File: src/b85_pkg.sv
// Shared types, constants and the symbol lookup for the base85 group decoder.
package b85_pkg;

    localparam int unsigned WordW = 32;
    localparam int unsigned CntW  = 3;
    localparam logic [WordW-1:0] LimitBeforeLast = 32'h0303_0303;
    localparam logic [CntW-1:0]  GroupDigits     = 3'd5;

    typedef struct packed {
        logic       ok;
        logic [6:0] digit;
    } sym_t;

    // One completed group (or one error beat) waiting to be sent out.
    typedef struct packed {
        logic [WordW-1:0] word;
        logic [CntW-1:0]  nbytes;
        logic             bad;
        logic             ovf;
        logic             msg_end;
    } grp_t;

    function automatic sym_t symbol_value(input logic [7:0] c);
        sym_t r;
        r.ok    = 1'b1;
        r.digit = '0;
        case (c) inside
            [8'h30:8'h39]: r.digit = 7'(c - 8'h30);
            [8'h41:8'h5A]: r.digit = 7'(c - 8'h41) + 7'd10;
            [8'h61:8'h7A]: r.digit = 7'(c - 8'h61) + 7'd36;
            8'h21: r.digit = 7'd62;
            8'h23: r.digit = 7'd63;
            8'h24: r.digit = 7'd64;
            8'h25: r.digit = 7'd65;
            8'h26: r.digit = 7'd66;
            8'h28: r.digit = 7'd67;
            8'h29: r.digit = 7'd68;
            8'h2A: r.digit = 7'd69;
            8'h2B: r.digit = 7'd70;
            8'h2D: r.digit = 7'd71;
            8'h3B: r.digit = 7'd72;
            8'h3C: r.digit = 7'd73;
            8'h3D: r.digit = 7'd74;
            8'h3E: r.digit = 7'd75;
            8'h3F: r.digit = 7'd76;
            8'h40: r.digit = 7'd77;
            8'h5E: r.digit = 7'd78;
            8'h5F: r.digit = 7'd79;
            8'h60: r.digit = 7'd80;
            8'h7B: r.digit = 7'd81;
            8'h7C: r.digit = 7'd82;
            8'h7D: r.digit = 7'd83;
            8'h7E: r.digit = 7'd84;
            default: r.ok = 1'b0;
        endcase
        return r;
    endfunction

endpackage

File: src/b85_dec.sv
// Character decoder: accumulates digits and builds one record per completed group or error beat.
module b85_dec
    import b85_pkg::*;
(
    input  logic             clk,
    input  logic             rst_n,
    input  logic             in_fire,
    input  logic [7:0]       symbol,
    input  logic [2:0]       group_bytes,
    input  logic             message_end,
    output logic             push,
    output grp_t             grp
);

    logic [WordW-1:0] acc_reg, acc_next;
    logic [CntW-1:0]  cnt_reg, cnt_next;
    logic             ovf_reg, ovf_next;
    logic             skip_reg, skip_next;

    sym_t             sv;
    logic [WordW-1:0] acc_mul;
    logic [CntW-1:0]  cnt_inc;
    logic             ovf_now;
    logic [CntW-1:0]  nb;

    assign sv      = symbol_value(symbol);
    // acc*85 = acc*64 + acc*16 + acc*4 + acc, kept to 32 bits
    assign acc_mul = (acc_reg << 6) + (acc_reg << 4) + (acc_reg << 2) + acc_reg
                     + WordW'(sv.digit);
    assign cnt_inc = cnt_reg + 3'd1;
    assign ovf_now = ovf_reg | ((cnt_reg >= 3'd4) &&
                     ((acc_reg > LimitBeforeLast) ||
                      ((acc_reg == LimitBeforeLast) && (sv.digit != 7'd0))));

    always_comb
    begin
        case (group_bytes) inside
            3'd0:          nb = 3'd1;
            [3'd5:3'd7]:   nb = 3'd4;
            default:       nb = group_bytes;
        endcase
    end

    always_comb
    begin
        acc_next  = acc_reg;
        cnt_next  = cnt_reg;
        ovf_next  = ovf_reg;
        skip_next = skip_reg;
        push      = 1'b0;
        grp.word    = acc_mul;
        grp.nbytes  = nb;
        grp.bad     = 1'b0;
        grp.ovf     = ovf_now;
        grp.msg_end = message_end;
        if (in_fire) begin
            if (skip_reg) begin
                if (message_end) begin
                    acc_next  = '0;
                    cnt_next  = '0;
                    ovf_next  = 1'b0;
                    skip_next = 1'b0;
                end
            end else if (!sv.ok) begin
                push        = 1'b1;
                grp.word    = '0;
                grp.nbytes  = 3'd1;
                grp.bad     = 1'b1;
                grp.ovf     = 1'b0;
                grp.msg_end = 1'b1;
                acc_next    = '0;
                cnt_next    = '0;
                ovf_next    = 1'b0;
                skip_next   = !message_end;
            end else if (cnt_inc == GroupDigits) begin
                push     = 1'b1;
                acc_next = '0;
                cnt_next = '0;
                ovf_next = 1'b0;
            end else if (message_end) begin
                acc_next = '0;
                cnt_next = '0;
                ovf_next = 1'b0;
            end else begin
                acc_next = acc_mul;
                cnt_next = cnt_inc;
                ovf_next = ovf_now;
            end
        end
    end

    always_ff @(posedge clk or negedge rst_n)
    begin
        if (!rst_n) begin
            acc_reg  <= '0;
            cnt_reg  <= '0;
            ovf_reg  <= 1'b0;
            skip_reg <= 1'b0;
        end else begin
            acc_reg  <= acc_next;
            cnt_reg  <= cnt_next;
            ovf_reg  <= ovf_next;
            skip_reg <= skip_next;
        end
    end

endmodule

File: src/b85_ser.sv
// Group holding register and byte serializer driving the output beat register.
module b85_ser
    import b85_pkg::*;
(
    input  logic       clk,
    input  logic       rst_n,
    input  logic       push,
    input  grp_t       grp,
    output logic       hold_free,
    output logic       out_valid,
    input  logic       out_ready,
    output logic [7:0] data_byte,
    output logic       bad_symbol,
    output logic       overflow,
    output logic       last_of_group,
    output logic       last_of_message
);

    logic             hold_valid_reg, hold_valid_next;
    grp_t             hold_reg, hold_next;
    logic             ov_reg, ov_next;
    logic [WordW-1:0] word_reg, word_next;
    logic [CntW-1:0]  left_reg, left_next;
    logic             bad_reg, bad_next;
    logic             ovf_reg, ovf_next;
    logic             end_reg, end_next;

    logic out_fire, last_beat, ser_free, pop;

    assign out_fire  = ov_reg & out_ready;
    assign last_beat = (left_reg == 3'd1);
    assign ser_free  = !ov_reg | (out_fire & last_beat);
    assign pop       = hold_valid_reg & ser_free;
    assign hold_free = !hold_valid_reg | pop;

    assign out_valid       = ov_reg;
    assign data_byte       = word_reg[WordW-1 -: 8];
    assign bad_symbol      = bad_reg;
    assign overflow        = ovf_reg;
    assign last_of_group   = last_beat;
    assign last_of_message = last_beat & end_reg;

    always_comb
    begin
        hold_valid_next = hold_valid_reg;
        hold_next       = hold_reg;
        if (push) begin
            hold_valid_next = 1'b1;
            hold_next       = grp;
        end else if (pop) begin
            hold_valid_next = 1'b0;
        end
    end

    always_comb
    begin
        ov_next   = ov_reg;
        word_next = word_reg;
        left_next = left_reg;
        bad_next  = bad_reg;
        ovf_next  = ovf_reg;
        end_next  = end_reg;
        if (pop) begin
            ov_next   = 1'b1;
            word_next = hold_reg.word;
            left_next = hold_reg.nbytes;
            bad_next  = hold_reg.bad;
            ovf_next  = hold_reg.ovf;
            end_next  = hold_reg.msg_end;
        end else if (out_fire) begin
            if (last_beat) begin
                ov_next = 1'b0;
            end else begin
                word_next = word_reg << 8;
                left_next = left_reg - 3'd1;
            end
        end
    end

    always_ff @(posedge clk or negedge rst_n)
    begin
        if (!rst_n) begin
            hold_valid_reg <= 1'b0;
            ov_reg         <= 1'b0;
            left_reg       <= '0;
        end else begin
            hold_valid_reg <= hold_valid_next;
            ov_reg         <= ov_next;
            left_reg       <= left_next;
        end
    end

    always_ff @(posedge clk)
    begin
        hold_reg <= hold_next;
        word_reg <= word_next;
        bad_reg  <= bad_next;
        ovf_reg  <= ovf_next;
        end_reg  <= end_next;
    end

endmodule

File: src/base85_group_decoder.sv
// Top level of the base85 group decoder.
// Input stream: one character per beat. s_tdata[7:0] is the character,
// s_tdata[10:8] the byte count for a group completed by this character
// (4 except on the final group), s_tlast marks the last character of a message.
// Output stream: one decoded byte per beat, most significant byte first.
// m_tuser flags the beat: bad character, group overflow, last byte of group;
// m_tlast marks the final byte of the message.
// Every fifth valid character completes a group that yields 1 to 4 bytes.
// A bad character gives a single error beat and the rest of its message is dropped.
// Throughput: one character per cycle while s_tready is high; the decode (lookup, multiply
// by 85, overflow compare) is combinational logic into the state and a holding register.
// A completed group goes through the holding register, then the output beat register,
// and is sent from there one byte per cycle while m_tready is high.
// A stalled receiver holds the current byte; one further group waits in the
// holding register and s_tready drops only when that register is also full.
// Reset clears the accumulator, digit count, skip state and both buffers.
module base85_group_decoder
    import b85_pkg::*;
(
    input  logic        clk,
    input  logic        rst_n,
    input  logic        s_tvalid,
    output logic        s_tready,
    input  logic [15:0] s_tdata,  // [7:0] symbol, [10:8] group_bytes, rest zero
    input  logic        s_tlast,
    output logic        m_tvalid,
    input  logic        m_tready,
    output logic [7:0]  m_tdata,  // [7:0] data_byte
    output logic [2:0]  m_tuser,  // [0] bad_symbol, [1] overflow, [2] last_of_group
    output logic        m_tlast
);

    logic in_fire;
    logic push;
    grp_t grp;
    logic hold_free;

    assign s_tready = hold_free;
    assign in_fire  = s_tvalid & hold_free;

    b85_dec u_dec (
        .clk         (clk),
        .rst_n       (rst_n),
        .in_fire     (in_fire),
        .symbol      (s_tdata[7:0]),
        .group_bytes (s_tdata[10:8]),
        .message_end (s_tlast),
        .push        (push),
        .grp         (grp)
    );

    b85_ser u_ser (
        .clk             (clk),
        .rst_n           (rst_n),
        .push            (push),
        .grp             (grp),
        .hold_free       (hold_free),
        .out_valid       (m_tvalid),
        .out_ready       (m_tready),
        .data_byte       (m_tdata),
        .bad_symbol      (m_tuser[0]),
        .overflow        (m_tuser[1]),
        .last_of_group   (m_tuser[2]),
        .last_of_message (m_tlast)
    );

endmodule

File: config.mk
export PLATFORM = sky130hd
export DESIGN_NAME = base85_group_decoder
export DESIGN_NICKNAME = d
export VERILOG_FILES = /design/src/b85_pkg.sv /design/src/b85_dec.sv /design/src/b85_ser.sv /design/src/base85_group_decoder.sv
export SDC_FILE = /design/constraint.sdc
export NUM_CORES = 1
export LEC_CHECK = 0
export BUFFER_PORTS_ARGS = -buffer_cell sky130_fd_sc_hd__buf_2
export CORE_UTILIZATION = 60
export DETAILED_ROUTE_END_ITERATION = 8
export PLACE_DENSITY = 0.78
export SYNTH_ARGS = -nofsm -noshare
export SYNTH_HDL_FRONTEND = slang
export SYNTH_SLANG_ARGS = --single-unit
File: constraint.sdc
create_clock -name clk -period 5.1 [get_ports clk]
set_input_delay 0.51 -clock clk [delete_from_list [all_inputs] [get_ports clk]]
set_output_delay 0.51 -clock clk [all_outputs]
set_load 0.005 [all_outputs]
==> impl_results.html <==
<table>
<tr><th>Metric</th><th>Value</th></tr>
<tr><th colspan="2">Worst setup path</th></tr>
<tr><td>Startpoint of the most critical setup path</td><td>s_tdata[0]</td></tr>
<tr><td>Data required time of the worst path</td><td>5.23 ns</td></tr>
<tr><td>Largest stage delay on the critical path</td><td>around 0.55 ns</td></tr>
<tr><td>Stages on worst setup path</td><td>24</td></tr>
<tr><td>Kind of critical path</td><td>in2reg</td></tr>
<tr><td>Critical register-to-register path endpoint</td><td>u_ser.hold_reg[37]</td></tr>
<tr><td>Startpoint kind of the worst setup timing path</td><td>primary input</td></tr>
<tr><td>Worst Setup End Kind</td><td>flop</td></tr>
<tr><td>Cells traversed along the worst timing path</td><td>buf_8 -&gt; buf_6 -&gt; ha_4 -&gt; or4b_4 -&gt; o211ai_4 -&gt; a31o_4 -&gt; buf_6 -&gt; nand2_4 -&gt; a221oi_2 -&gt; nand2b_4 -&gt; fa_1 -&gt; fa_1 -&gt; ha_4 -&gt; fa_2 -&gt; a211oi_4 -&gt; o21ai_2 -&gt; a311oi_2 -&gt; buf_4 -&gt; nor2_1 -&gt; a21o_1 -&gt; a21oi_2 -&gt; xor2_1 -&gt; buf_4 -&gt; nor2_1</td></tr>
<tr><td>Highest fanout seen on the critical path</td><td>7</td></tr>
<tr><td>Arrival @ worst endpoint</td><td>between 5 and 6 ns</td></tr>
<tr><td>CP max stage cell</td><td>or4b_4</td></tr>
<tr><td>FF-to-FF path depth</td><td>12</td></tr>
<tr><td>Buffer and inverter count on the worst path</td><td>5</td></tr>
<tr><td>Family of cells with the greatest summed delay on the critical path</td><td>compound AO/OA/AOI/OAI gates</td></tr>
<tr><td>Reg-to-reg critical path startpoint</td><td>u_dec.acc_reg[10]</td></tr>
<tr><td>Crit path to</td><td>u_ser.hold_reg[29]</td></tr>
<tr><td>Worst reg-to-reg setup slack</td><td>-0.01 ns</td></tr>
<tr><th colspan="2">Power</th></tr>
<tr><td>Sequential share of power</td><td>between 30% and 40%</td></tr>
<tr><td>Overall power of the completed layout</td><td>around 3.9 mW</td></tr>
<tr><td>Combinational share of power</td><td>a little under a third</td></tr>
<tr><td>Maximum VDD drop</td><td>~0.00021 V</td></tr>
<tr><td>Pwr Density</td><td>approximately 340 nW/um^2</td></tr>
<tr><td>Cell-internal power</td><td>2.603 mW</td></tr>
<tr><td>Leak pwr</td><td>between 5 and 6 nW</td></tr>
<tr><td>Switch share</td><td>approximately 33%</td></tr>
<tr><td>Clock share of power</td><td>about a third</td></tr>
<tr><td>Switching power</td><td>around 1.3 mW</td></tr>
<tr><th colspan="2">Clocking</th></tr>
<tr><td>Cts hold-fix bufs</td><td>0</td></tr>
<tr><td>TritonCTS clock tree</td><td>done</td></tr>
<tr><td>Reg clk slew, reported paths</td><td>about 0.060 ns</td></tr>
<tr><td>Root buffer cell</td><td>clkbuf_16</td></tr>
<tr><td>Clock buffer count from CTS</td><td>17</td></tr>
<tr><td>Number of clock sinks seen by CTS</td><td>between 100 and 150</td></tr>
<tr><td>CTS HTree Levels</td><td>4</td></tr>
<tr><td>Latest clock arrival within the worst-skew pair</td><td>around 0.42 ns</td></tr>
<tr><td>Longest Clk Path Bufs</td><td>2</td></tr>
<tr><th colspan="2">STA</th></tr>
<tr><td>RSZ-0062 raised after global routing</td><td>yes</td></tr>
<tr><td>Max Transition Viols Final</td><td>0</td></tr>
<tr><td>Final setup viols</td><td>40</td></tr>
<tr><td>Worst slew margin relative to its limit</td><td>~29%</td></tr>
<tr><td>Worst-case clock skew</td><td>around 0.014 ns</td></tr>
<tr><td>Final critical-path setup slack</td><td>-0.6947 ns</td></tr>
<tr><td>Slew of the pin with the lowest slew margin</td><td>approximately 1.1 ns</td></tr>
<tr><td>Share of the clock period used by the worst path after layout</td><td>113.6%</td></tr>
<tr><td>Achievable frequency</td><td>around 170 MHz</td></tr>
<tr><td>Time the final worst path needs with I/O delays and setup</td><td>5.795 ns</td></tr>
<tr><td>Min Hold Slack</td><td>about 0.29 ns</td></tr>
<tr><td>Fin. Hold Viols</td><td>0</td></tr>
<tr><th colspan="2">Floorplanning</th></tr>
<tr><td>Starting utilization of the core area</td><td>62.65%</td></tr>
<tr><td>Area inside the core boundary</td><td>between 10000 and 15000 um^2</td></tr>
<tr><td>Vertical die dimension</td><td>between 100 and 150 um</td></tr>
<tr><td>Die Area</td><td>~15000 um^2</td></tr>
<tr><td>Width of the die</td><td>around 120 um</td></tr>
<tr><td>IO Pins</td><td>35</td></tr>
<tr><td>Row Count</td><td>43</td></tr>
<tr><th colspan="2">Layout</th></tr>
<tr><td>Share of post-route cells with drive strength above 1</td><td>around 34%</td></tr>
<tr><td>Flip-flop count of the largest register after layout</td><td>38</td></tr>
<tr><td>Nets@finish</td><td>around 1100</td></tr>
<tr><td>Post-Layout Inst Area</td><td>roughly 11000 um^2</td></tr>
<tr><td>Fill cell count</td><td>between 700 and 800</td></tr>
<tr><td>Fraction of the core area covered by cells at the end of the flow</td><td>between 80% and 90%</td></tr>
<tr><td>Area growth from synthesis to final layout</td><td>30.09%</td></tr>
<tr><td>Diodes inserted</td><td>0</td></tr>
<tr><th colspan="2">Status</th></tr>
<tr><td>Violations in the final reports</td><td>setup timing</td></tr>
<tr><td>Outcome</td><td>complete, but fails checks</td></tr>
<tr><th colspan="2">Place</th></tr>
<tr><td>Detailed Place HPWL</td><td>between 15 and 20 mm</td></tr>
<tr><td>Routability congestion estimate</td><td>between 0.9 and 1</td></tr>
<tr><td>Area after DPL</td><td>around 10000 um^2</td></tr>
<tr><td>Number of buffers added on ports</td><td>29</td></tr>
<tr><td>Pre-CTS setup slack</td><td>-1.020 ns</td></tr>
<tr><th colspan="2">Route</th></tr>
<tr><td>Remaining number of nets flagged by the antenna check after routing</td><td>0</td></tr>
<tr><td>Iteration-0 DRC count of the detailed router</td><td>around 900</td></tr>
<tr><td>DRC errors left</td><td>0</td></tr>
<tr><td>First-pass detailed-route iteration total</td><td>6</td></tr>
<tr><td>Routed vias/inst</td><td>around 6.8</td></tr>
<tr><td>Routed wire length per instance</td><td>roughly 26 um</td></tr>
<tr><td>Total Routed Length</td><td>between 20 and 30 mm</td></tr>
<tr><td>Total via count after detailed routing</td><td>a little under 8000</td></tr>
<tr><th colspan="2">Logic synthesis</th></tr>
<tr><td>Synth async-reset ratio</td><td>between 30 and 40%</td></tr>
<tr><td>Syn Std Cell Area</td><td>between 8000 and 9000 um^2</td></tr>
<tr><td>Mean instance size in the synthesized netlist</td><td>approximately 11 um^2</td></tr>
<tr><td>Cell type contributing the most total cell area after synthesis</td><td>edfxtp_1</td></tr>
<tr><td>Synthesized net count</td><td>about 970</td></tr>
<tr><td>Warning count from the yosys run</td><td>0</td></tr>
<tr><td>Most used flip-flop cell after synthesis</td><td>edfxtp_1</td></tr>
<tr><td>Cells after Synth</td><td>about 810</td></tr>
<tr><td>Share of the synthesized area in the top cell type</td><td>24.82%</td></tr>
<tr><td>Portion of the post-synthesis area used by sequential elements</td><td>36.72%</td></tr>
<tr><td>Ranking of synthesized cells by area</td><td>edfxtp_1 25%, fa_1 13%, dfrtp_1 12%, ha_1 11%, o21ai_0 3.1%</td></tr>
<tr><td>Number of flip-flops and latches in the synthesized netlist</td><td>115</td></tr>
<tr><td>Yosys cell types</td><td>76</td></tr>
<tr><td>Post-synth EDFFs</td><td>between 70 and 80</td></tr>
<tr><th colspan="2">Run</th></tr>
<tr><td>Max-cap check violation count</td><td>0</td></tr>
<tr><th colspan="2">Global route</th></tr>
<tr><td>Vias in the first global route</td><td>between 7000 and 8000</td></tr>
<tr><td>Pin count of the biggest net entering global routing</td><td>between 40 and 50</td></tr>
<tr><td>Antenna violations before repair</td><td>1</td></tr>
<tr><td>Global-route congestion overflow total</td><td>0</td></tr>
<tr><td>Global-route total usage across every layer</td><td>about a third</td></tr>
<tr><td>Wire length of the first global-routing pass</td><td>~39 mm</td></tr>
<tr><th colspan="2">Min path</th></tr>
<tr><td>Hold crit path type</td><td>in2async</td></tr>
</table>
power by group through the flow:
stage	sequential [mW]	clock (mW)	combinational, mW
after floorplan	1.40	0	0.725
after global placement	1.43	0	0.968
after detailed placement	1.44	0	1.01
after global routing	1.47	1.27	1.27
after CTS	1.44	1.20	1.08
final	1.45	1.23	1.19
worst min path at each step:
stage | cells after the start | slack, ns | from | to
2_1_floorplan | 0 | 0.21 | rst_n | u_dec.acc_reg[0]
3_3_place_gp | 0 | 0.40 | u_ser.hold_reg[0] | u_ser.end_reg
3_5_place_dp | 0 | 0.40 | u_ser.hold_reg[2] | u_ser.bad_symbol
4_1_cts | 1 | 0.32 | rst_n | u_dec.acc_reg[28]
5_1_grt | 1 | 0.35 | rst_n | u_dec.acc_reg[31]
6_report | 1 | 0.29 | rst_n | u_dec.acc_reg[26]
layout make-up:
cell class	count	area, um^2	area share (%)
Clock inverter	9	131.4	1.144
Tap cell	180	225.2	1.960
Sequential cell	115	3243	28.23
Multi-Input combinational cell	615	6053	52.69
Timing Repair Buffer	156	1205	10.49
Clock buffer	22	464.2	4.041
Inverter	41	166.4	1.448
placed cells by master (no fill, tap or decap), types with 17 or more instances in the layout:
| cell type | n |
|---|---|
| a21oi_1 | 22 |
| and3_1 | 17 |
| buf_2 | 27 |
| buf_4 | 110 |
| clkbuf_16 | 17 |
| dfrtp_1 | 42 |
| edfxtp_1 | 73 |
| fa_1 | 54 |
| ha_1 | 64 |
| inv_1 | 36 |
| mux2_2 | 24 |
| nand2_1 | 58 |
| nor2_1 | 54 |
| o21ai_0 | 29 |
layer usage:
metal  part of all wire [%]  global-route usage, %  vias up
met5                  0.044                      0        -
met1                     35                  40.33     3764
li1                       -                      -     3210
met2                     48                  59.64      629
met4                    7.0                  21.08        2
met3                    9.9                  6.642      186
cell families (layout without fill, tap and decap cells):
family                   after synthesis  in the layout  synth area share (%)
multiplexers                          27             27                 3.400
AND/OR/NAND/NOR                      233            233                 13.63
adder cells (fa/ha/maj)              134            134                 23.92
XOR/XNOR                              39             39                 3.868
buffers and inverters                 84            228                 4.378
AO/OA/AOI/OAI                        182            182                 14.08
flip-flops                           115            115                 36.72
synthesized netlist by cell type (4+ instances only):
library cell / instances
nand2_1: 59
nand3_1: 12
nor2_1: 59
fa_1: 58
nor2b_1: 12
or2_2: 4
mux2_2: 24
a21o_1: 11
a21oi_1: 29
o21ai_0: 55
ha_1: 76
a31oi_1: 11
edfxtp_1: 73
buf_2: 12
and3_1: 17
o21bai_1: 7
buf_4: 15
or4_1: 6
o21a_1: 5
o21ai_1: 4
nand2b_1: 7
a221oi_1: 4
xnor2_1: 22
inv_1: 41
a22o_1: 8
dfrtp_1: 42
xor2_1: 17
nand4_1: 10
and2_1: 5
a211oi_1: 7
clkbuf_1: 13
nor3_1: 13
worst register-to-register path, cell delays in order (launching register included):
cell,delay [ns]
dfrtp_1,0.64
fa_1,0.53
fa_1,0.49
ha_1,0.32
ha_1,0.47
o21ai_0,0.18
a21oi_1,0.58
a311oi_1,0.32
o41ai_4,0.47
a211oi_2,0.14
o41ai_2,0.37
xnor2_1,0.23
nor2_1,0.10
through the flow:
stage	setup TNS, ns	std cells
floorplan	-1.598	814
global placement	-26.12	1088
detailed placement	-32.38	1088
CTS	-3.129	1126
global route	-19.86	1138
finish	-14.17	1138
what timing repair did:
| action | in CTS | in global routing |
|---|---|---|
| setup buffers | 7 | 15 |
| endpoints found under the setup margin | 42 | 42 |
| pin swaps | 40 | 39 |
| resized for setup | 64 | 80 |
(Power assumes the default switching activity.)
